<file path="config.mk">
export PLATFORM = sky130hd
export DESIGN_NAME = plp_queue
export DESIGN_NICKNAME = d
export VERILOG_FILES = /design/src/rtl/plp_pkg.sv /design/src/rtl/plp_queue.sv
export SDC_FILE = /design/constraint.sdc
export NUM_CORES = 1
export LEC_CHECK = 0
export BUFFER_PORTS_ARGS = -buffer_cell sky130_fd_sc_hd__buf_2
export CORE_AREA = 3 3 253 255
export DETAILED_ROUTE_END_ITERATION = 12
export DIE_AREA = 0 0 256 258
export PLACE_DENSITY_LB_ADDON = 0.12
export SLEW_MARGIN = 5
export SYNTH_ARGS = -nofsm -noshare
export SYNTH_HDL_FRONTEND = slang
export SYNTH_SLANG_ARGS = --single-unit
</file>
<file path="constraint.sdc">
create_clock -name clock -period 25.7 [get_ports clock]
set_clock_uncertainty 0.2 [all_clocks]
set_input_delay 3.855 -clock clock [delete_from_list [all_inputs] [get_ports clock]]
set_output_delay 3.855 -clock clock [all_outputs]
set_load 0.01 [all_outputs]
</file>
<file path="src/rtl/plp_pkg.sv">
`timescale 1ns / 1ps
package plp_pkg;

   localparam int REQ_DATA_W = 320;
   localparam int REQ_USER_W = 2;
   localparam int RSP_DATA_W = 192;
   localparam int CSR_ADDR_W = 3;
   localparam int CSR_DATA_W = 32;

   localparam logic [CSR_ADDR_W-1:0] CSR_LIGHT_POS_X = 3'd0;
   localparam logic [CSR_ADDR_W-1:0] CSR_LIGHT_POS_Y = 3'd1;
   localparam logic [CSR_ADDR_W-1:0] CSR_LIGHT_POS_Z = 3'd2;
   localparam logic [CSR_ADDR_W-1:0] CSR_LIGHT_RED   = 3'd3;
   localparam logic [CSR_ADDR_W-1:0] CSR_LIGHT_GREEN = 3'd4;
   localparam logic [CSR_ADDR_W-1:0] CSR_LIGHT_BLUE  = 3'd5;

   localparam int QUEUE_DEPTH = 2;

   typedef logic [2:0][31:0] position_type;
   typedef logic [2:0][15:0] intensity_type;

   // one classified hit: offset from the hit to the light already formed
   typedef struct packed {
      logic [2:0][32:0] delta;
      logic [59:0]      normal;
      logic [59:0]      view;
      logic [47:0]      kd;
      logic [47:0]      ks;
      logic [7:0]       expo;
      logic             shadowed;
      logic             clear_first;
   } item_type;

   typedef enum logic [4:0] {
      BK_IDLE,
      BK_NORM,
      BK_SQ,
      BK_SQRT,
      BK_DIVLD,
      BK_DIV,
      BK_NL,
      BK_NLR,
      BK_RFM,
      BK_RFR,
      BK_RV,
      BK_RVR,
      BK_DFA,
      BK_DFM,
      BK_DFACC,
      BK_SPCHK,
      BK_PWM,
      BK_PWR,
      BK_SPA,
      BK_SPH,
      BK_SPL,
      BK_SPT,
      BK_SPACC,
      BK_DONE
   } back_state_type;

   typedef struct packed {
      logic busy;
      logic pop;
   } back_stat_type;

endpackage

</file>
<file path="src/rtl/plp_queue.sv">
`timescale 1ns / 1ps
module plp_queue (
   input  logic               clock,
   input  logic               reset,
   input  logic               push_valid,
   output logic               push_ready,
   input  plp_pkg::item_type  push_item,
   output logic               pop_valid,
   input  logic               pop,
   output plp_pkg::item_type  pop_item
);
   import plp_pkg::*;

   localparam int PTR_W = (QUEUE_DEPTH > 1) ? $clog2(QUEUE_DEPTH) : 1;
   localparam int CNT_W = $clog2(QUEUE_DEPTH + 1);

   item_type         mem_ff [QUEUE_DEPTH];
   logic [PTR_W-1:0] wr_ptr_ff, wr_ptr_in, rd_ptr_ff, rd_ptr_in;
   logic [CNT_W-1:0] count_ff, count_in;
   logic             do_push, do_pop;

   assign push_ready = count_ff < CNT_W'(QUEUE_DEPTH);
   assign pop_valid  = count_ff != '0;
   assign pop_item   = mem_ff[rd_ptr_ff];
   assign do_push    = push_valid && push_ready;
   assign do_pop     = pop && pop_valid;

   always_comb begin
      wr_ptr_in = wr_ptr_ff;
      rd_ptr_in = rd_ptr_ff;
      count_in  = count_ff;
      if (do_push) begin
         wr_ptr_in = (wr_ptr_ff == PTR_W'(QUEUE_DEPTH - 1)) ? '0 : wr_ptr_ff + 1'b1;
      end
      if (do_pop) begin
         rd_ptr_in = (rd_ptr_ff == PTR_W'(QUEUE_DEPTH - 1)) ? '0 : rd_ptr_ff + 1'b1;
      end
      if (do_push && !do_pop) begin
         count_in = count_ff + 1'b1;
      end else if (do_pop && !do_push) begin
         count_in = count_ff - 1'b1;
      end
   end

   always_ff @(posedge clock) begin
      if (reset) begin
         wr_ptr_ff <= '0;
         rd_ptr_ff <= '0;
         count_ff  <= '0;
      end else begin
         wr_ptr_ff <= wr_ptr_in;
         rd_ptr_ff <= rd_ptr_in;
         count_ff  <= count_in;
      end
      if (do_push) begin
         mem_ff[wr_ptr_ff] <= push_item;
      end
   end

endmodule

</file>
Yosys cells after proc, flatten, opt, wreduce, memory -nomap -nowiden. Memory sizes are Yosys's and may differ from the RTL's. A register that Yosys moved wholly into a read port is not among the register bits. Cells that the tools add are included. W data, S select, Z words.

Bits in registers: 4. Memory bits (writable): 650. Bits of input ports: 329. Memories: 1.

$add $sub $neg: 4. $lt $le $gt $ge: 1. Multiplexer cells: 8. Reduce and logical (&&, ||, !) cells: 8.

Memories: mem_ff (words 2, bits a word 325, rd ports 1, clocked after memory_dff 1, wr ports 1, RTL line plp_queue.sv:17) `item_type mem_ff [QUEUE_DEPTH];`.

Operators by type and width (count): $mux W1 (6); $logic_and A1 B1 Y1 (4); $mux W2 (2); $reduce_bool A2 Y1 (2); $add A1 B1 Y1 const B (2); $add A2 B1 Y2 const B (1); $logic_not A1 Y1 (2); $lt A2 B2 Y1 const B (1); $sub A2 B1 Y2 const B (1).

Longest topological paths before layout. Gate-level depths: netlist (run 1).

Depth in word-level cells: 6. Gate-level depth with buffers: 5. Mapped depth without buffers: 5.

Least setup slack after synthesis (run 1). OpenSTA, ideal clock, no wires.

Path type: input-to-reg. Start: in push_valid. End: mem mem_ff[0][0] in the netlist's numbering, enable pin. Arrival time: 18.335 ns. Setup slack: 6.108 ns. Cell stages on the path: 2. Cells stage by stage: nor2b_1 -> nor2b_1.

Longest elaborated chain between the ends: 3.

RTL lines: start, declared (RTL line plp_queue.sv:5) `input logic push_valid,`; $logic_and A1 B1 Y1 (RTL line plp_queue.sv:25) `assign do_push = push_valid && push_ready;`; $mux W1 (RTL line plp_queue.sv:55) `if (do_push) begin`; $mux W1 (implied by the code) (RTL line plp_queue.sv:56) `mem_ff[wr_ptr_ff] <= push_item;`; end, declared (RTL line plp_queue.sv:17).

No other way between the ends.

==> results of run 1 <==
-- power by group --
part	switching, W	internal (W)	leakage, nW
registers	0.0000483	0.00138	6.10
clock network	0.000391	0.000583	1.08
logic	0.000436	0.000330	3.95
total	0.000875	0.00229	11.1
-- flip-flops by register name, summed over array words and instances (netlist names), named ones only --
signal and count:
mem_ff 650, count_ff 2, rd_ptr_ff 1, wr_ptr_ff 1
-- how the worst min path moves through the flow --
stage	from	end	slack, ns	cells past startpoint
3_5_place_dp	rd_ptr_ff$_SDFFE_PP0P_	register	0.29	2
2_1_floorplan	rd_ptr_ff$_SDFFE_PP0P_	register	0.27	2
3_3_place_gp	rd_ptr_ff$_SDFFE_PP0P_	rd_ptr_ff$_SDFFE_PP0P_	0.29	2
5_1_grt	rd_ptr_ff$_SDFFE_PP0P_	register	0.34	2
4_1_cts	rd_ptr_ff$_SDFFE_PP0P_	register	0.31	2
6_report	rd_ptr_ff$_SDFFE_PP0P_	register	0.30	2
-- metrics by stage --
stage / instance area [um2] / hold slack [ns] / power, W / util (%)
floorplan: 23830 / 0.2725 / 0.002006 / -
CTS: 30150 / 0.3069 / 0.003221 / 48.77
global route: 30190 / 0.3358 / 0.003311 / 48.83
finish: 30200 / 0.3049 / 0.003167 / 48.84
global placement: 27920 / 0.2863 / 0.002228 / 45.16
detailed placement: 27920 / 0.2919 / 0.002233 / 45.16
-- cells by family after synthesis --
family	after synthesis	synth area share, %
flops	655	82.34
mux	325	15.67
buf+inv	37	1.533
simple gates	9	0.1943
xor+xnor	4	0.1471
compound gates	3	0.06299
fa+ha+maj	1	0.05250
-- cell usage in the layout, fill, tap and decap left out, types with 2 or more instances in the layout --
cell type / instances
buf_2: 655
edfxtp_1: 650
mux2_2: 304
clkbuf_16: 72
mux2_4: 20
diode_2: 17
clkbuf_1: 17
clkinv_1: 14
buf_4: 7
bufinv_16: 6
clkinv_2: 6
nor2_1: 4
dfxtp_1: 4
xor2_1: 3
inv_6: 3
clkbuf_8: 3
buf_12: 3
o21ai_0: 2
clkinvlp_4: 2
-- area by class of cell --
class	instances	area (um2)
Clock buffer	92	1907
Sequential cell	655	19620
Antenna cell	17	42.54
Multi-Input combinational cell	342	3854
Clock inverter	33	329.1
Inverter	1	3.754
Fill cell	5303	31630
Timing Repair Buffer	665	3391
Tap cell	837	1047
-- worst max-delay path: stages, from the launching register on --
cell and delay [ns]:
dfxtp_4 0.91, buf_4 0.77, buf_4 0.72, mux2_2 0.42, buf_2 0.14
-- layer usage --
metal	up-vias	track usage, %	part of all wire, %	routed length [um]
li1	5578	-	-	-
met1	6256	19.30	36	21970
met2	438	31.24	52	31660
met3	122	6.816	7.7	4623
met4	12	7.460	3.3	2008
met5	-	0	0.14	84
==> impl_results.md, run 1 <==
* P&R area growth vs syn at 26.73%
* Hold Vio Cnt, Final at 0
* Yosys reg bits at roughly 660
* Ys Warns at 0
* Fin cells at between 2000 and 3000
* First-pass GRT wire length at 86570 um
* Status: finished, final reports clean
* Synth area leader: edfxtp_1
* Chip width at about 260 um
* Reg2Reg Depth at 5
* Count leader, synth: edfxtp_1
* Leak at roughly 11 nW
* Initial Util at 38.54%
* CTS buffer count at 70
* Die Y at approximately 260 um
* Row count at 91
* Ys flop type: edfxtp_1
* Top post-synthesis cells by area: edfxtp_1, mux2_2, buf_6, mux2_4, dfxtp_1
* Async SR Flop Fraction at 0%
* Clock transition at the registers of the reported paths at 0.06 ns
* Slew Limit Fails at 0
* WL/cell at around 23 um
* Startpoint types: register
* Worst-Skew Late Latency at 0.59 ns
* Mapped Area at approximately 24000 um2
* Min cycle time layout at 7.787 ns
* Critical Path Sink: pop_item[296]
* DRC errors left at 0
* CTS tree: built
* First DRT Iteration DRCs at between 600 and 700
* Fraction of layout cells with a size suffix above 1 at 60.79%
* GP Congestion at between 0.7 and 0.8
* Largest net degree at the start of global routing at 159
* Slew @ Worst Pin at roughly 1.3 ns
* Final critical-path setup slack at about 18 ns
* Post-CTS sizing at 0
* Syn Nets at approximately 1400
* CTS Hold Bufs at 0
* Core area at 61830 um2
* Dpl hpwl at roughly 43000 um
* Data arrival time of the critical path at 3.73 ns
* Final setup vio count at 0
* Final period util at ~30%
* Final ANT Viol Nets at 0
* Vias at between 10000 and 15000
* R2r setup slk at around 22 ns
* Net count, final at ~2100
* Sink Count at between 600 and 700
* I/O pins at between 600 and 700
* Initial antenna violation count at 25
* Post-CTS setup buffer count at 0
* RSZ-0062 raised after global routing: no
* Worst hold path type: register to register
* Grt ovf at 0
* MaxCap Viol Count at 0
* Drt first pass iters at 5
* Routed wire length at ~60000 um
* Number of synthesized flops with an enable pin at 650
* Critical R2R Launch: count_ff[1]$_SDFFE_PP0P_
* Setup TNS at 0 ns
* Post-synth top area share at a little over 80%
* Total Routing Usage GR at between 10% and 20%
* Synth Area per Inst at roughly 23 um2
* CTS Root Cell: clkbuf_16
* CP endpoint kind: output port
* Die ar. at 66050 um2
* VDD IR max at approximately 0.14 mV
* Max Fclk at between 100 and 150 MHz
* Critical Path RT at 21.64 ns
* Vias per cell at around 4.7
* H-tree Lvls at 3
* Max_slew headroom at approximately 16%
* Cells after Synth at ~1000
* Reg-to-Reg End: mem_ff[0][227]$_DFFE_PP_
* Critical path class: register to output port
* Vias in the first global route at around 13000
* Placed Cells at 2500
* Sequential element share of the synthesized area at 82.34%
* Synth unique cells at 18
* Clk buf depth at 3
* Crit path max fanout at 59
* Pwr dens at around 100 nW/um2
* Setup WS pre-CTS at between 15 and 20 ns
* Most frequent cells after synthesis: edfxtp_1, mux2_2, buf_6, mux2_4, buf_2
* PortBufs at 655
No activity file was read; power rests on OpenSTA's default activity.
==> inputs of run 2 (changes only) <==
==> constraint.sdc (replaced) <==
create_clock -name clock -period 7.64 [get_ports clock]
set_clock_uncertainty 0.2 [all_clocks]
set_input_delay 1.146 -clock clock [delete_from_list [all_inputs] [get_ports clock]]
set_output_delay 1.146 -clock clock [all_outputs]
set_load 0.01 [all_outputs]
==> impl_results.md, run 2 (synthesized netlist as in run 1, its figures left out) <==
* Routed wire length at 59210 um (-1.9%)
* Largest Register: mem_ff
* Data arrival time of the critical path at 3.06 ns (-0.67 ns)
* I/O pins at 656 (unchanged)
* Row count at 91 (unchanged)
* Startpoint types: register
* Multi-input logic area at 3854 um2 (unchanged)
* Min cycle time layout at roughly 4.4 ns
* Core area at 61830 um2 (unchanged)
* First DRT Iteration DRCs at 592 (-9.6%)
* Slew Limit Fails at 0 (unchanged)
* P&R area growth vs syn at 26.14%
* Crit path max fanout at 65 (+10%)
* Slew @ Worst Pin at 1.218 ns (-0.03624 ns)
* DRC errors left at 0 (unchanged)
* Total Routing Usage GR at 17.43% (-0.37 points)
* MaxCap Viol Count at 0 (unchanged)
* Commonest non-fill, non-tap cell in the layout: buf_2
* Setup TNS at 0 ns (unchanged)
* CTS Root Cell: clkbuf_16
* Die ar. at 66050 um2 (unchanged)
* Min-delay src: rd_ptr_ff$_SDFFE_PP0P_
* Post-CTS setup buffer count at 0 (unchanged)
* Sink Count at 655 (unchanged)
* Design Power at 0.01048 W (+230%)
* Leak at 11.07 nW (-0.60%)
* VDD IR max at 0.1927 mV (+34%)
* Design area at 30060 um2 (-0.46%)
* Final setup vio count at 0 (unchanged)
* CP endpoint kind: output port
* CTS buffer count at 72 (+2.9%)
* Clk buf depth at 3 (unchanged)
* First-pass GRT wire length at 85340 um (-1.4%)
* Largest net degree at the start of global routing at 162 (+1.9%)
* Fillers at 5362 (+1.1%)
* Max Fclk at roughly 230 MHz
* Net count, final at 2067 (+0.097%)
* Chip width at 256 um (unchanged)
* Clock transition at the registers of the reported paths at 0.05 ns (about the same)
* CTS Hold Bufs at 0 (unchanged)
* Placed Cells at 2500 (unchanged)
* Critical Path RT at 6.29 ns (-15.35 ns)
* Drt first pass iters at 4 (-1)
* Die Y at 258 um (unchanged)
* H-tree Lvls at 3 (unchanged)
* Most frequent cells in the layout: buf_2, edfxtp_1, mux2_2
* Fraction of layout cells with a size suffix above 1 at 60.62% (-0.18 points)
* Vias per cell at 4.713 (+0.38%)
* Worst-Skew Late Latency at 0.59 ns (about the same)
* Critical R2R Launch: count_ff[1]$_SDFFE_PP0P_
* Register Area at 19620 um2 (unchanged)
* Hold Vio Cnt, Final at 0 (unchanged)
* GP Congestion at 0.7854 (-1.6%)
* Post-CTS sizing at 0 (unchanged)
* RSZ-0062 raised after global routing: no
* Final period util at 57.71%
* Largest register FFs at 650 (unchanged)
* Dpl hpwl at 40880 um (-4.3%)
* CTS tree: built
* Final ANT Viol Nets at 0 (unchanged)
* Worst hold path type: register to register
* Largest regs: mem_ff (650), count_ff (2)
* Worst hold margin at 0.3056 ns (+0.0006510 ns)
* Initial antenna violation count at 33 (+32%)
* Max_slew headroom at 18.83% (+2.4 points)
* Vias at 12453 (+0.38%)
* Pwr dens at 348.8 nW/um2 (+230%)
* PortBufs at 655 (unchanged)
* Initial Util at 38.54% (unchanged)
* WL/cell at 22.41 um (-1.9%)
* Vias in the first global route at 13092 (-0.23%)
* Critical path class: register to output port
* Fin cells at 2642 (unchanged)
* Grt ovf at 0 (unchanged)
* Area after DPL at 27920 um2 (unchanged)
* Status: finished, final reports clean
run 2: final timing paths:
path / to / slack (ns) / cells after the start
worst max-delay path: pop_item[128] / 3.23 / 3
worst max register to register: mem_ff[1][284]$_DFFE_PP_ / 4.55 / 3
worst min-delay path: rd_ptr_ff$_SDFFE_PP0P_ / 0.31 / 2
worst min register to register: rd_ptr_ff$_SDFFE_PP0P_ / 0.31 / 2
run 2: through the flow:
step / setup slack, ns / util [%]
global route: 3.015 / 48.59
floorplan: 0.6585 / -
global placement: 3.666 / 45.16
detailed placement: 3.618 / 45.16
finish: 3.231 / 48.61
CTS: 3.094 / 48.53
run 2: final cells by class:
class	count	area share, %
Multi-Input combinational cell	342	12.82
Inverter	1	0.01249
Antenna cell	20	0.1665
Tap cell	837	3.484
Clock buffer	89	6.207
Clock inverter	33	0.7410
Timing Repair Buffer	665	11.28
Sequential cell	655	65.29
run 2: metal layers:
layer | wire (um) | GRT usage (%)
met5 | 189 | 0
met2 | 31040 | 30.29
met4 | 1871 | 7.539
met1 | 21370 | 18.70
met3 | 4742 | 7.208
run 2: critical path: stages (launching register included):
cell     delay (ns)
dfxtp_4        0.98
buf_4          0.88
mux2_2         0.43
buf_2          0.14
run 2: power breakdown:
part           switching, W  leakage [nW]  internal [W]  total, W
registers          0.000157          6.10       0.00464   0.00479
clock network       0.00132          1.02       0.00179   0.00312
logic               0.00147          3.95       0.00111   0.00257
