<file path="src/rtl/plp_pkg.sv">
`timescale 1ns / 1ps
package plp_pkg;

   localparam int REQ_DATA_W = 320;
   localparam int REQ_USER_W = 2;
   localparam int RSP_DATA_W = 192;
   localparam int CSR_ADDR_W = 3;
   localparam int CSR_DATA_W = 32;

   localparam logic [CSR_ADDR_W-1:0] CSR_LIGHT_POS_X = 3'd0;
   localparam logic [CSR_ADDR_W-1:0] CSR_LIGHT_POS_Y = 3'd1;
   localparam logic [CSR_ADDR_W-1:0] CSR_LIGHT_POS_Z = 3'd2;
   localparam logic [CSR_ADDR_W-1:0] CSR_LIGHT_RED   = 3'd3;
   localparam logic [CSR_ADDR_W-1:0] CSR_LIGHT_GREEN = 3'd4;
   localparam logic [CSR_ADDR_W-1:0] CSR_LIGHT_BLUE  = 3'd5;

   localparam int QUEUE_DEPTH = 2;

   typedef logic [2:0][31:0] position_type;
   typedef logic [2:0][15:0] intensity_type;

   // one classified hit: offset from the hit to the light already formed
   typedef struct packed {
      logic [2:0][32:0] delta;
      logic [59:0]      normal;
      logic [59:0]      view;
      logic [47:0]      kd;
      logic [47:0]      ks;
      logic [7:0]       expo;
      logic             shadowed;
      logic             clear_first;
   } item_type;

   typedef enum logic [4:0] {
      BK_IDLE,
      BK_NORM,
      BK_SQ,
      BK_SQRT,
      BK_DIVLD,
      BK_DIV,
      BK_NL,
      BK_NLR,
      BK_RFM,
      BK_RFR,
      BK_RV,
      BK_RVR,
      BK_DFA,
      BK_DFM,
      BK_DFACC,
      BK_SPCHK,
      BK_PWM,
      BK_PWR,
      BK_SPA,
      BK_SPH,
      BK_SPL,
      BK_SPT,
      BK_SPACC,
      BK_DONE
   } back_state_type;

   typedef struct packed {
      logic busy;
      logic pop;
   } back_stat_type;

endpackage

</file>
<file path="src/rtl/plp_front.sv">
`timescale 1ns / 1ps
module plp_front #(
   parameter int MAX_SHININESS = 255
) (
   input  logic                                clock,
   input  logic                                reset,
   input  logic                                req_tvalid,
   output logic                                req_tready,
   input  logic [plp_pkg::REQ_DATA_W-1:0]      req_tdata,
   input  logic [plp_pkg::REQ_USER_W-1:0]      req_tuser,
   input  plp_pkg::position_type               light_pos,
   output logic                                out_valid,
   input  logic                                out_ready,
   output plp_pkg::item_type                   out_item
);
   import plp_pkg::*;

   logic     valid_ff, valid_in;
   item_type item_ff, item_in;
   item_type cls;
   logic     take;

   always_comb begin
      for (int i = 0; i < 3; i++) begin
         cls.delta[i] = {light_pos[i][31], light_pos[i]}
                      - {req_tdata[32*i+31], req_tdata[32*i +: 32]};
      end
      cls.normal      = req_tdata[155:96];
      cls.view        = req_tdata[215:156];
      cls.kd          = req_tdata[263:216];
      cls.ks          = req_tdata[311:264];
      // limit the exponent
      if ({2'b00, req_tdata[319:312]} > 10'(MAX_SHININESS)) begin
         cls.expo = 8'(MAX_SHININESS);
      end else begin
         cls.expo = req_tdata[319:312];
      end
      cls.shadowed    = req_tuser[0];
      cls.clear_first = req_tuser[1];
   end

   assign req_tready = !valid_ff || out_ready;
   assign take       = req_tvalid && req_tready;

   always_comb begin
      item_in  = take ? cls : item_ff;
      valid_in = take ? 1'b1 : (out_ready ? 1'b0 : valid_ff);
   end

   always_ff @(posedge clock) begin
      if (reset) begin
         valid_ff <= 1'b0;
      end else begin
         valid_ff <= valid_in;
      end
      item_ff <= item_in;
   end

   assign out_valid = valid_ff;
   assign out_item  = item_ff;

endmodule

</file>
<file path="config.mk">
export PLATFORM = sky130hd
export DESIGN_NAME = plp_front
export DESIGN_NICKNAME = d
export VERILOG_FILES = /design/src/rtl/plp_pkg.sv /design/src/rtl/plp_front.sv
export SDC_FILE = /design/constraint.sdc
export NUM_CORES = 1
export LEC_CHECK = 0
export ABC_AREA = 0
export BUFFER_PORTS_ARGS = -buffer_cell sky130_fd_sc_hd__buf_2
export CORE_AREA = 2 2 293 295
export CTS_CLUSTER_SIZE = 10
export DETAILED_ROUTE_END_ITERATION = 16
export DIE_AREA = 0 0 295 297
export MAX_ROUTING_LAYER = met4
export PLACE_DENSITY = 0.35
export SYNTH_ARGS = -nofsm -noshare
export SYNTH_HDL_FRONTEND = slang
export SYNTH_SLANG_ARGS = --single-unit
</file>
<file path="constraint.sdc">
create_clock -name clock -period 12.5 [get_ports clock]
set_input_delay 0.625 -clock clock [delete_from_list [all_inputs] [get_ports clock]]
set_output_delay 0.625 -clock clock [all_outputs]
set_load 0.01 [all_outputs]
</file>
== Word level (Yosys, flattened, before mapping) ==
Index checks and enable logic that the tools add are counted.
W data, S select, Z words.
Storage, ports and cells
  memory bits (read-only): 0
  word-level logic and storage cells: 20
  flip-flop bits (word level): 326
  memory bits (writable): 0
  input bits: 422
  output and inout port bits: 327
  memories: 0
  latch bits: 0
Cells by class
  bitwise operators: 0
  muxes and demuxes: 2
  add/subtract/negate cells: 3
  div/mod/pow operators: 0
  shift operators: 0
  reduce and logical (&&, ||, !) cells: 4
  equal/unequal tests: 0
  multiply operators: 0
  magnitude comparators: 0
Operators by type and width (count)
  $sub A32 B32 Y33: 3
  $mux W1: 2
  $reduce_bool A2 Y1: 1
  $logic_and A1 B1 Y1: 1
  $logic_not A1 Y1: 1
  $logic_or A1 B1 Y1: 1

== Depth between registers and ports, before layout ==
Gate-level depths: netlist (run 1).
  word-level depth: 4
  gate-level depth with buffers: 11
  gate-level depth less buffers: 11

== Worst setup path after synthesis (run 1) ==
Ideal clock, no wire load.
  kind: input to register
  start: input port out_ready
  end: register item_ff, in the netlist out_item[0], enable pin
  library setup time: 0.730 ns
  required time: 11.770 ns
  path buffers: 0
  stages: 2
  slack: 3.554 ns
  arrival time: 8.216 ns
  cell sequence: nand2b_1 > and2_1
Between the ends
  cells in the longest elaborated chain, start to end: 2
RTL lines
  from (decl): line plp_front.sv:13  | input logic out_ready,
  $logic_or A1 B1 Y1: line plp_front.sv:42  | assign req_tready = !valid_ff || out_ready;
  $logic_and A1 B1 Y1: line plp_front.sv:43  | assign take = req_tvalid && req_tready;
  net take: line plp_front.sv:21  | logic take;
  to (signal assigned): line plp_front.sv:56  | item_ff <= item_in;
  to (decl): line plp_front.sv:19  | item_type item_ff, item_in;
The timed path passes the listed nets, and every way through them passes these cells.
A chain may end at the register's enable or synchronous reset.

== Worst setup path after layout (run 1) ==
  start: register valid_ff, in the netlist out_valid
  end: register item_ff, in the netlist out_item[198], enable pin
Between the ends
  cells in the longest elaborated chain, start to end: 3
RTL lines
  from (decl): line plp_front.sv:18  | logic valid_ff, valid_in;
  from (signal assigned): line plp_front.sv:54  | valid_ff <= valid_in;
  $logic_not A1 Y1: line plp_front.sv:42
  $logic_or A1 B1 Y1: line plp_front.sv:42
  $logic_and A1 B1 Y1: line plp_front.sv:43
  net take: line plp_front.sv:21
The timed path passes the listed nets, and every way through them passes these cells.

==> out/qor.csv, run 1 <==
metric,value,unit
cp_data_arrival_time,3.54,ns
synthCells,1150,
place.gp.congestion,0.872,
portBuffers,748,
cts_made_buffers,43,
ant_nets,0,
placed_cells,3020,
viasPerCell,3.95,
remaining_drc_errors,0,
setup_tns,0,ns
wl_per_cell,19.6,um
post-route-util,25.8,%
path_buf_inv,2,
hold_class,input pin to register,
fmax,297,MHz
synth_top_flop_cell,edfxtp_1,
cts_max_path_buffers,3,
setup_violations,0,
required,12.68,ns
die_h,297,um
finalCriticalPeriod,3.37,ns
syn_area,15300,sq um
synth_top_cell_by_area,edfxtp_1,
post_cts_buffers,0,
synth_edf_count,325,
first_pass_iters,4,
combPwrFrac,17.9,%
h-tree-depth,2,
critPathMaxStageDelay,0.82,ns
rr_worst_depth,4,
cp_cell_sequence,"nand2b_1, and2_4, buf_4, buf_12",
drtIter0Drc,427,
synth_area_per_cell,13.3,sq um
seqCellArea,9780,sq um
grt_pass1_wl,86400,um
die_w,295,um
critPathSlowestCell,buf_4,
nNetsFinal,2442,
hold_path_depth,1,
hold_viol,0,
n_fill_cell,9069,
yosysSeqAreaShare,63.9,%
async_reset_ff_share,0,%
antenna_found_initial,16,
overflow,0,
clk_latency,0.57,ns
path_delay_family,buffers and inverters,
crit_type,register to register,
fin_hold_ws,0.230,ns
first_global_vias,12800,
drive_gt1_share,42.9,%
clkTransAtPathRegs,0.06,ns
r2r_slack,9.13,ns
seqPwrFrac,42.9,%
regToRegStartpoint,out_valid,
area_delta_synth_final,42.5,%
cap_violations,0,
dpl.hpwl,49800,um
start_util,18.1,%
dieArea,87600,sq um
cts_root_buf,clkbuf_16,
power_switching_share,27.1,%
p_leak,9.58,nW
multiInputGateArea,4950,sq um
grtUsageTotal,13.6,%
crit_fanout,143,
peakVddDrop,0.0785,mV
share_clk_of_total_power,39.2,%
syn_nets,1671,
yosysTopAreaCellShare,63.7,%
hold_path_end,out_item[51],
min_from,req_tdata[305],
synth_cell_types,71,
yosys_warnings,0,
endpoint_kind,register,
grt_max_degree,144,
finClkSkew,0.0108,ns
core,84500,sq um
r2r_end,out_item[198],
fin_crit_sh,26.9,%
cts_tree,done,
start_kind,register,
cts_resized,0,
tightest_slew,1.11,ns
ctsHoldBuffers,0,
cts_sinks,326,
rsz0062_at_grt,false,
power.density,144,nW/um^2
p_int,0.00229,W
ys_ff_latch,326,
fin_cells,3108,
slew_violations,0,
synth_area_leaders,"edfxtp_1 64%, ha_1 7.8%, a21oi_1 3.1%",
row_count,107,
netSwitchingPower,0.000849,W
slew_headroom,25.8,%
vias,12300,
status,"finished, final reports clean",
p_total,0.00314,W
ios,749,
drt_wl_total,61000,um
## cells by family (layout without fill, tap and decap cells)
group                    Yosys count  in the layout  share of synthesized area, %
flip-flops                       326            326                          63.9
AND/OR/NAND/NOR                  205            205                          6.76
adder cells (fa/ha/maj)           99             99                          8.24
AO/OA/AOI/OAI                    285            285                          12.4
buffers and inverters            150            953                          3.82
XOR/XNOR                          84             84                          4.81
multiplexers                       1              1                        0.0654
other                              0             11                             0
## worst register-to-register path, delay by kind of cell, from the launching register on
family,cells,cell delay (ns)
buf+inv,2,1.38
simple gates,2,0.87
flops,1,0.31
## layout make-up
cell class,count,area share [%]
flip-flops and latches,326,44.8
clock inverters,17,0.975
repair buffers,751,17.3
inverters,125,2.15
well taps,1144,6.56
clock buffers,60,5.36
diodes,11,0.126
multi-input cells,674,22.7
## through the flow
stage / area [sq um] / setup WS (ns)
2_1_floorplan: 15300 / 3.55
3_5_place_dp: 20400 / 8.71
4_1_cts: 21800 / 9.12
5_1_grt: 21800 / 8.95
3_3_place_gp: 20400 / 8.79
6_report: 21800 / 9.13
## power groups by stage
stage | clock, W | combinational [W] | sequential, W
global placement | 0 | 0.000573 | 0.00137
global route | 0.00133 | 0.000621 | 0.00135
floorplan | 0 | 0.000257 | 0.00143
detailed placement | 0 | 0.000572 | 0.00137
CTS | 0.00129 | 0.000574 | 0.00135
finish | 0.00123 | 0.000562 | 0.00135
## placed cells by master (no fill, tap or decap), types with 33 or more instances in the layout
master     synthesis  final
xnor2_1           52     52
a21o_1            33     33
buf_2              5    748
a21oi_1           95     95
nand2_1           62     62
nor2_1            36     36
o21ai_0           44     44
ha_1              96     96
edfxtp_1         325    325
clkbuf_16          0     43
inv_1            125    125
## synth_stat cells (4+ instances only)
library cell,number
nand2b_1,8
or2_2,7
edfxtp_1,325
and3_1,5
a41oi_1,5
o21bai_1,14
a31oi_1,8
nand2_1,62
clkbuf_1,16
nand4_1,21
o211ai_1,5
nor2_1,36
nand3_1,16
nor4_1,6
and2_1,5
o2111ai_1,4
o31a_1,4
a21oi_1,95
inv_1,125
a21o_1,33
o21ai_0,44
buf_4,4
ha_1,96
nor2b_1,18
o21a_1,15
o21ai_1,6
xnor2_1,52
xor2_1,32
nor3_1,10
buf_2,5
## sequential cells by signal, indices dropped and copies added (netlist names)
signal     flops
out_valid      1
out_item     325
## routing by layer
metal  share of wire (%)  global-route usage [%]
met1                  39                    15.1
met2                  51                    23.9
met3                 8.6                    4.22
met4                 1.5                    2.90
met5                   0                       -
## worst max-delay path by stage
stage | end | slack [ns] | cells after the start | start
6_report | out_item[198] | 9.13 | 4 | out_valid
5_1_grt | out_item[130] | 8.95 | 4 | out_valid
4_1_cts | out_item[319] | 9.12 | 4 | out_valid
3_5_place_dp | out_item[290] | 8.71 | 5 | out_ready
3_3_place_gp | out_item[290] | 8.79 | 5 | out_ready
2_1_floorplan | out_item[0] | 3.55 | 2 | out_ready
No activity file was read; power rests on OpenSTA's default activity.
==> run 2, diff against run 1 <==
==> constraint.sdc (replaced) <==
create_clock -name clock -period 3.5 [get_ports clock]
set_input_delay 0.175 -clock clock [delete_from_list [all_inputs] [get_ports clock]]
set_output_delay 0.175 -clock clock [all_outputs]
set_load 0.01 [all_outputs]
==> run 2 against run 1 <==
Net effect:
- die area unchanged
- global-route usage increased by 0.20 points
- clock skew increased by 0.0053 ns
- worst setup slack got worse by 8.4 ns
- via count increased by 7.1%
- combinational power increased to 4.0 times the previous value
- final area increased by 11%
- largest power group unchanged
- critical path type is now input pin to register
- first-iteration DRC count increased by 32%
- register-to-register slack got worse by 7.6 ns
- worst hold slack got worse by 0.17 ns
==> out/qor.csv, run 2 (same netlist as run 1, synthesis figures left out) <==
metric,value,unit
cts_max_path_buffers,3,
status,"finished, final reports clean",
hold_path_end,out_item[293],
viasPerCell,3.93,
grtUsageTotal,13.8,%
area_delta_synth_final,58.2,%
p_leak,10.6,nW
power.density,468,nW/um^2
finClkSkew,0.0162,ns
rr_worst_depth,3,
regToRegStartpoint,out_valid,
cts_tree,done,
slew_headroom,49.9,%
clk_latency,0.58,ns
nNetsFinal,2679,
fin_cells,3347,
overflow,0,
grt_max_degree,50,
cap_violations,0,
setup_tns,0,ns
core,84500,sq um
final_common_cell,buf_2,
vias,13100,
n_fill_cell,8837,
start_kind,input pin,
hold_path_depth,3,
r2r_slack,1.57,ns
drt_wl_total,61500,um
cts_made_buffers,43,
start_util,18.1,%
fin_crit_sh,80.3,%
cts_root_buf,clkbuf_16,
grt_pass1_wl,88600,um
fin_hold_ws,0.0645,ns
cts_resized,0,
final_cell_mix,"748 x buf_2, 325 x edfxtp_1, 232 x dlygate4sd3_1, 125 x inv_1, 96 x ha_1",
wl_per_cell,18.4,um
antenna_found_initial,16,
min_from,req_tdata[65],
rsz0062_at_grt,false,
remaining_drc_errors,0,
setup_violations,0,
dieArea,87600,sq um
row_count,107,
crit_type,input pin to register,
placed_cells,3025,
hold_viol,0,
r2r_end,out_item[189],
first_pass_iters,5,
tightest_slew,0.751,ns
crit_fanout,5,
place.gp.congestion,0.837,
portBuffers,748,
slew_violations,0,
clkTransAtPathRegs,0.06,ns
endpoint_kind,register,
drive_gt1_share,38.5,%
h-tree-depth,2,
required,3.81,ns
post_cts_buffers,0,
drtIter0Drc,564,
ios,749,
fmax,356,MHz
largest_reg_flops,325,
peakVddDrop,0.353,mV
ctsHoldBuffers,232,
cts_sinks,326,
first_global_vias,14000,
dpl.hpwl,49700,um
hold_class,input pin to register,
ant_nets,0,
die_h,297,um
cp_data_arrival_time,3.12,ns
finalCriticalPeriod,2.81,ns
die_w,295,um
[run 2: changes by cell type in the layout (fill, tap and decap cells not counted)]
cell	before	now
dlygate4sd3_1	0	232
buf_12	1	7
clkinv_2	2	6
diode_2	11	15
clkbuf_1	14	12
clkbuf_8	3	1
buf_4	2	1
bufinv_16	4	3
clkinv_1	7	6
[run 2: worst max path at each step]
stage                             start             to  slack, ns
after global routing      req_tdata[64]  out_item[324]       0.52
after detailed placement  light_pos[64]  out_item[324]       0.62
final                     req_tdata[64]  out_item[324]       0.69
after CTS                 req_tdata[64]  out_item[324]       0.70
after global placement    req_tdata[64]  out_item[324]       0.67
after floorplan               out_valid    out_item[0]       0.27
[run 2: cell type report]
class	count	area (sq um)	share of cell area, %
timing repair buffer	988	6210	25.7
antenna	15	37.5	0.155
tap	1144	1430	5.91
inverter	125	469	1.94
clock inverter	19	199	0.822
sequential	326	9780	40.4
multi-input combinational	674	4950	20.4
clock buffer	56	1130	4.69
[run 2: critical path: stages]
cell and delay (ns):
dlygate4sd3_1 0.54, buf_2 0.13, ha_1 0.29, fa_1 0.46
nor2b_1 0.16, o21ai_2 0.08, a21oi_2 0.21, o31ai_2 0.13
a31o_2 0.31, o311a_1 0.35, nor3_1 0.19, o22ai_1 0.10
[run 2: report_power, final]
group          internal [W]  switching [W]
combinational      0.000999        0.00126
clock               0.00251        0.00177
sequential          0.00472      0.0000805
total               0.00823        0.00311
[run 2: through the flow]
stage,worst slack [ns],util [%],cell area (sq um),power (W)
detailed placement,0.618,24.3,20500,0.00695
global route,0.519,28.7,24200,0.0119
global placement,0.670,24.3,20500,0.00696
CTS,0.696,28.6,24200,0.0116
floorplan,0.266,-,15300,0.00598
finish,0.689,28.7,24200,0.0113
[run 2: metal layers]
metal | vias up | global-route usage [%] | routed length (um)
met5 | - | - | 0
met4 | 0 | 4.79 | 1570
met3 | 77 | 4.13 | 4790
met2 | 457 | 24.4 | 31800
met1 | 6316 | 14.6 | 23400
li1 | 6295 | - | -
==> run 3, diff against run 2 <==
--- a/config.mk
+++ b/config.mk
@@ -7,12 +7,12 @@
 export LEC_CHECK = 0
 export ABC_AREA = 0
 export BUFFER_PORTS_ARGS = -buffer_cell sky130_fd_sc_hd__buf_2
-export CORE_AREA = 2 2 293 295
+export CORE_AREA = 2 2 292 294
 export CTS_CLUSTER_SIZE = 10
 export DETAILED_ROUTE_END_ITERATION = 16
-export DIE_AREA = 0 0 295 297
+export DIE_AREA = 0 0 294 296
 export MAX_ROUTING_LAYER = met4
-export PLACE_DENSITY = 0.35
+export PLACE_DENSITY = 0.36
 export SYNTH_ARGS = -nofsm -noshare
 export SYNTH_HDL_FRONTEND = slang
 export SYNTH_SLANG_ARGS = --single-unit
==> constraint.sdc (replaced) <==
create_clock -name clock -period 2.3 [get_ports clock]
set_input_delay 0.115 -clock clock [delete_from_list [all_inputs] [get_ports clock]]
set_output_delay 0.115 -clock clock [all_outputs]
set_load 0.01 [all_outputs]
==> run 3 against run 2 <==
Net effect:
- total power increased by 57%
- worst hold slack got worse by 0.014 ns
- critical path depth decreased by 1
- count of clock-buffer cells in the layout decreased by 5
- die area decreased by 0.67%
- critical endpoint is now out_item[252]
- highest routed layer unchanged
==> out/qor.csv, run 3 (same netlist as run 1, synthesis figures left out) <==
metric,value,unit
cts_sinks,326,
largest_reg_flops,325,
p_int,0.0130,W
grtUsageTotal,14.0,%
post-route-util,30.2,%
slew_violations,0,
drtIter0Drc,470,
status,"finished, final reports clean",
finalCriticalPeriod,2.11,ns
cp_cell_sequence,"buf_2, ha_1, fa_1, nor2b_1, o31a_1, o2111ai_1, a31oi_2, a21boi_1, o21a_1, o41ai_2, xor2_1",
hold_path_end,out_item[314],
nNetsFinal,2840,
critPathMaxStageDelay,0.40,ns
r2r_slack,0.74,ns
cp_data_arrival_time,2.41,ns
path_buf_inv,1,
final_cell_mix,"748 x buf_2, 325 x edfxtp_1, 235 x dlygate4sd3_1, 155 x buf_4, 125 x inv_1",
portBuffers,748,
core,84200,sq um
clkTransAtPathRegs,0.06,ns
min_from,light_pos[86],
peakVddDrop,0.488,mV
die_h,296,um
hold_path_depth,3,
power.density,700,nW/um^2
row_count,107,
wl_met3,3830,um
netSwitchingPower,0.00483,W
grt_max_degree,59,
hold_class,input pin to register,
rr_worst_depth,4,
cts_made_buffers,44,
drt_wl_total,62300,um
grt_pass1_wl,89100,um
start_kind,input pin,
tightest_slew,0.479,ns
antenna_found_initial,8,
finClkSkew,0.0182,ns
seqCellArea,9780,sq um
dpl.hpwl,50500,um
vias,13700,
wl_met1,25400,um
crit_fanout,3,
first_global_vias,14300,
drive_gt1_share,42.8,%
hold_viol,0,
slew_headroom,67.7,%
setup_violations,0,
viasPerCell,3.97,
clk_latency,0.57,ns
share_clk_of_total_power,37.5,%
critPathSlowestCell,fa_1,
r2r_end,out_item[153],
post_cts_buffers,0,
endpoint_kind,register,
dieArea,87000,sq um
path_delay_family,compound AO/OA/AOI/OAI gates,
top_layer,met4,
required,2.60,ns
cts_max_path_buffers,3,
p_total,0.0178,W
cts_root_buf,clkbuf_16,
ant_nets,0,
multiInputGateArea,4960,sq um
critical_path.startpoint,req_tdata[0],
regToRegStartpoint,out_valid,
crit_type,input pin to register,
p_leak,11.4,nW
die_w,294,um
wl_per_cell,18.1,um
start_util,18.2,%
fmax,474,MHz
overflow,0,
setup_tns,0,ns
ios,749,
first_pass_iters,4,
combPwrFrac,21.4,%
power_switching_share,27.2,%
met2_length,31300,um
fin_crit_sh,91.7,%
seqPwrFrac,41.1,%
h-tree-depth,2,
area_delta_synth_final,66.0,%
cts_tree,done,
place.gp.congestion,0.845,
rsz0062_at_grt,false,
final_common_cell,buf_2,
remaining_drc_errors,0,
cap_violations,0,
n_fill_cell,8754,
[run 3: metrics by stage]
step	hold WS, ns	area, sq um	cells	setup WS, ns
4_1_cts	0.00201	25400	3435	0.164
3_5_place_dp	0.284	21700	3128	-0.452
3_3_place_gp	0.276	21700	3128	-0.390
6_report	0.0508	25400	3441	0.192
5_1_grt	0.0425	25400	3441	0.0465
2_1_floorplan	0.177	15300	1150	-0.838
[run 3: worst min-delay path: stages]
cell and delay [ns]:
buf_2 0.08, ha_1 0.19, xnor2_1 0.13
[run 3: layer usage]
layer / vias up / GRT usage, %
met5: - / -
met4: 0 / 4.82
met3: 89 / 3.07
met2: 466 / 24.1
met1: 6486 / 16.0
li1: 6616 / -
[run 3: area by class of cell]
type	count	share of cell area (%)
Antenna cell	6	0.0591
Clock buffer	51	4.44
Clock inverter	21	0.921
Inverter	125	1.85
Multi-Input combinational cell	674	19.5
Sequential cell	326	38.5
Tap cell	1090	5.37
Timing Repair Buffer	1148	29.4
[run 3: worst max-delay path by stage]
stage                               end  cells after the start  slack (ns)
after floorplan             out_item[0]                      2       -0.84
after global placement    out_item[252]                     11       -0.39
after detailed placement  out_item[252]                     11       -0.45
after CTS                 out_item[252]                     11        0.16
after global routing      out_item[289]                     14        0.05
final                     out_item[252]                     11        0.19
[run 3: what timing repair did]
action / CTS / global route
endpoints found under the setup margin: 0 / 1
hold buffers: 235 / 0
hold endpoints to repair: 235 / 0
resized for setup: 0 / 1
[run 3: power groups by stage]
| stage | Combinational (W) | Clock, W | Sequential (W) |
|---|---|---|---|
| finish | 0.00380 | 0.00667 | 0.00731 |
| global route | 0.00417 | 0.00714 | 0.00736 |
| CTS | 0.00386 | 0.00697 | 0.00732 |
| detailed placement | 0.00350 | 0 | 0.00744 |
| global placement | 0.00351 | 0 | 0.00743 |
| floorplan | 0.00140 | 0 | 0.00771 |
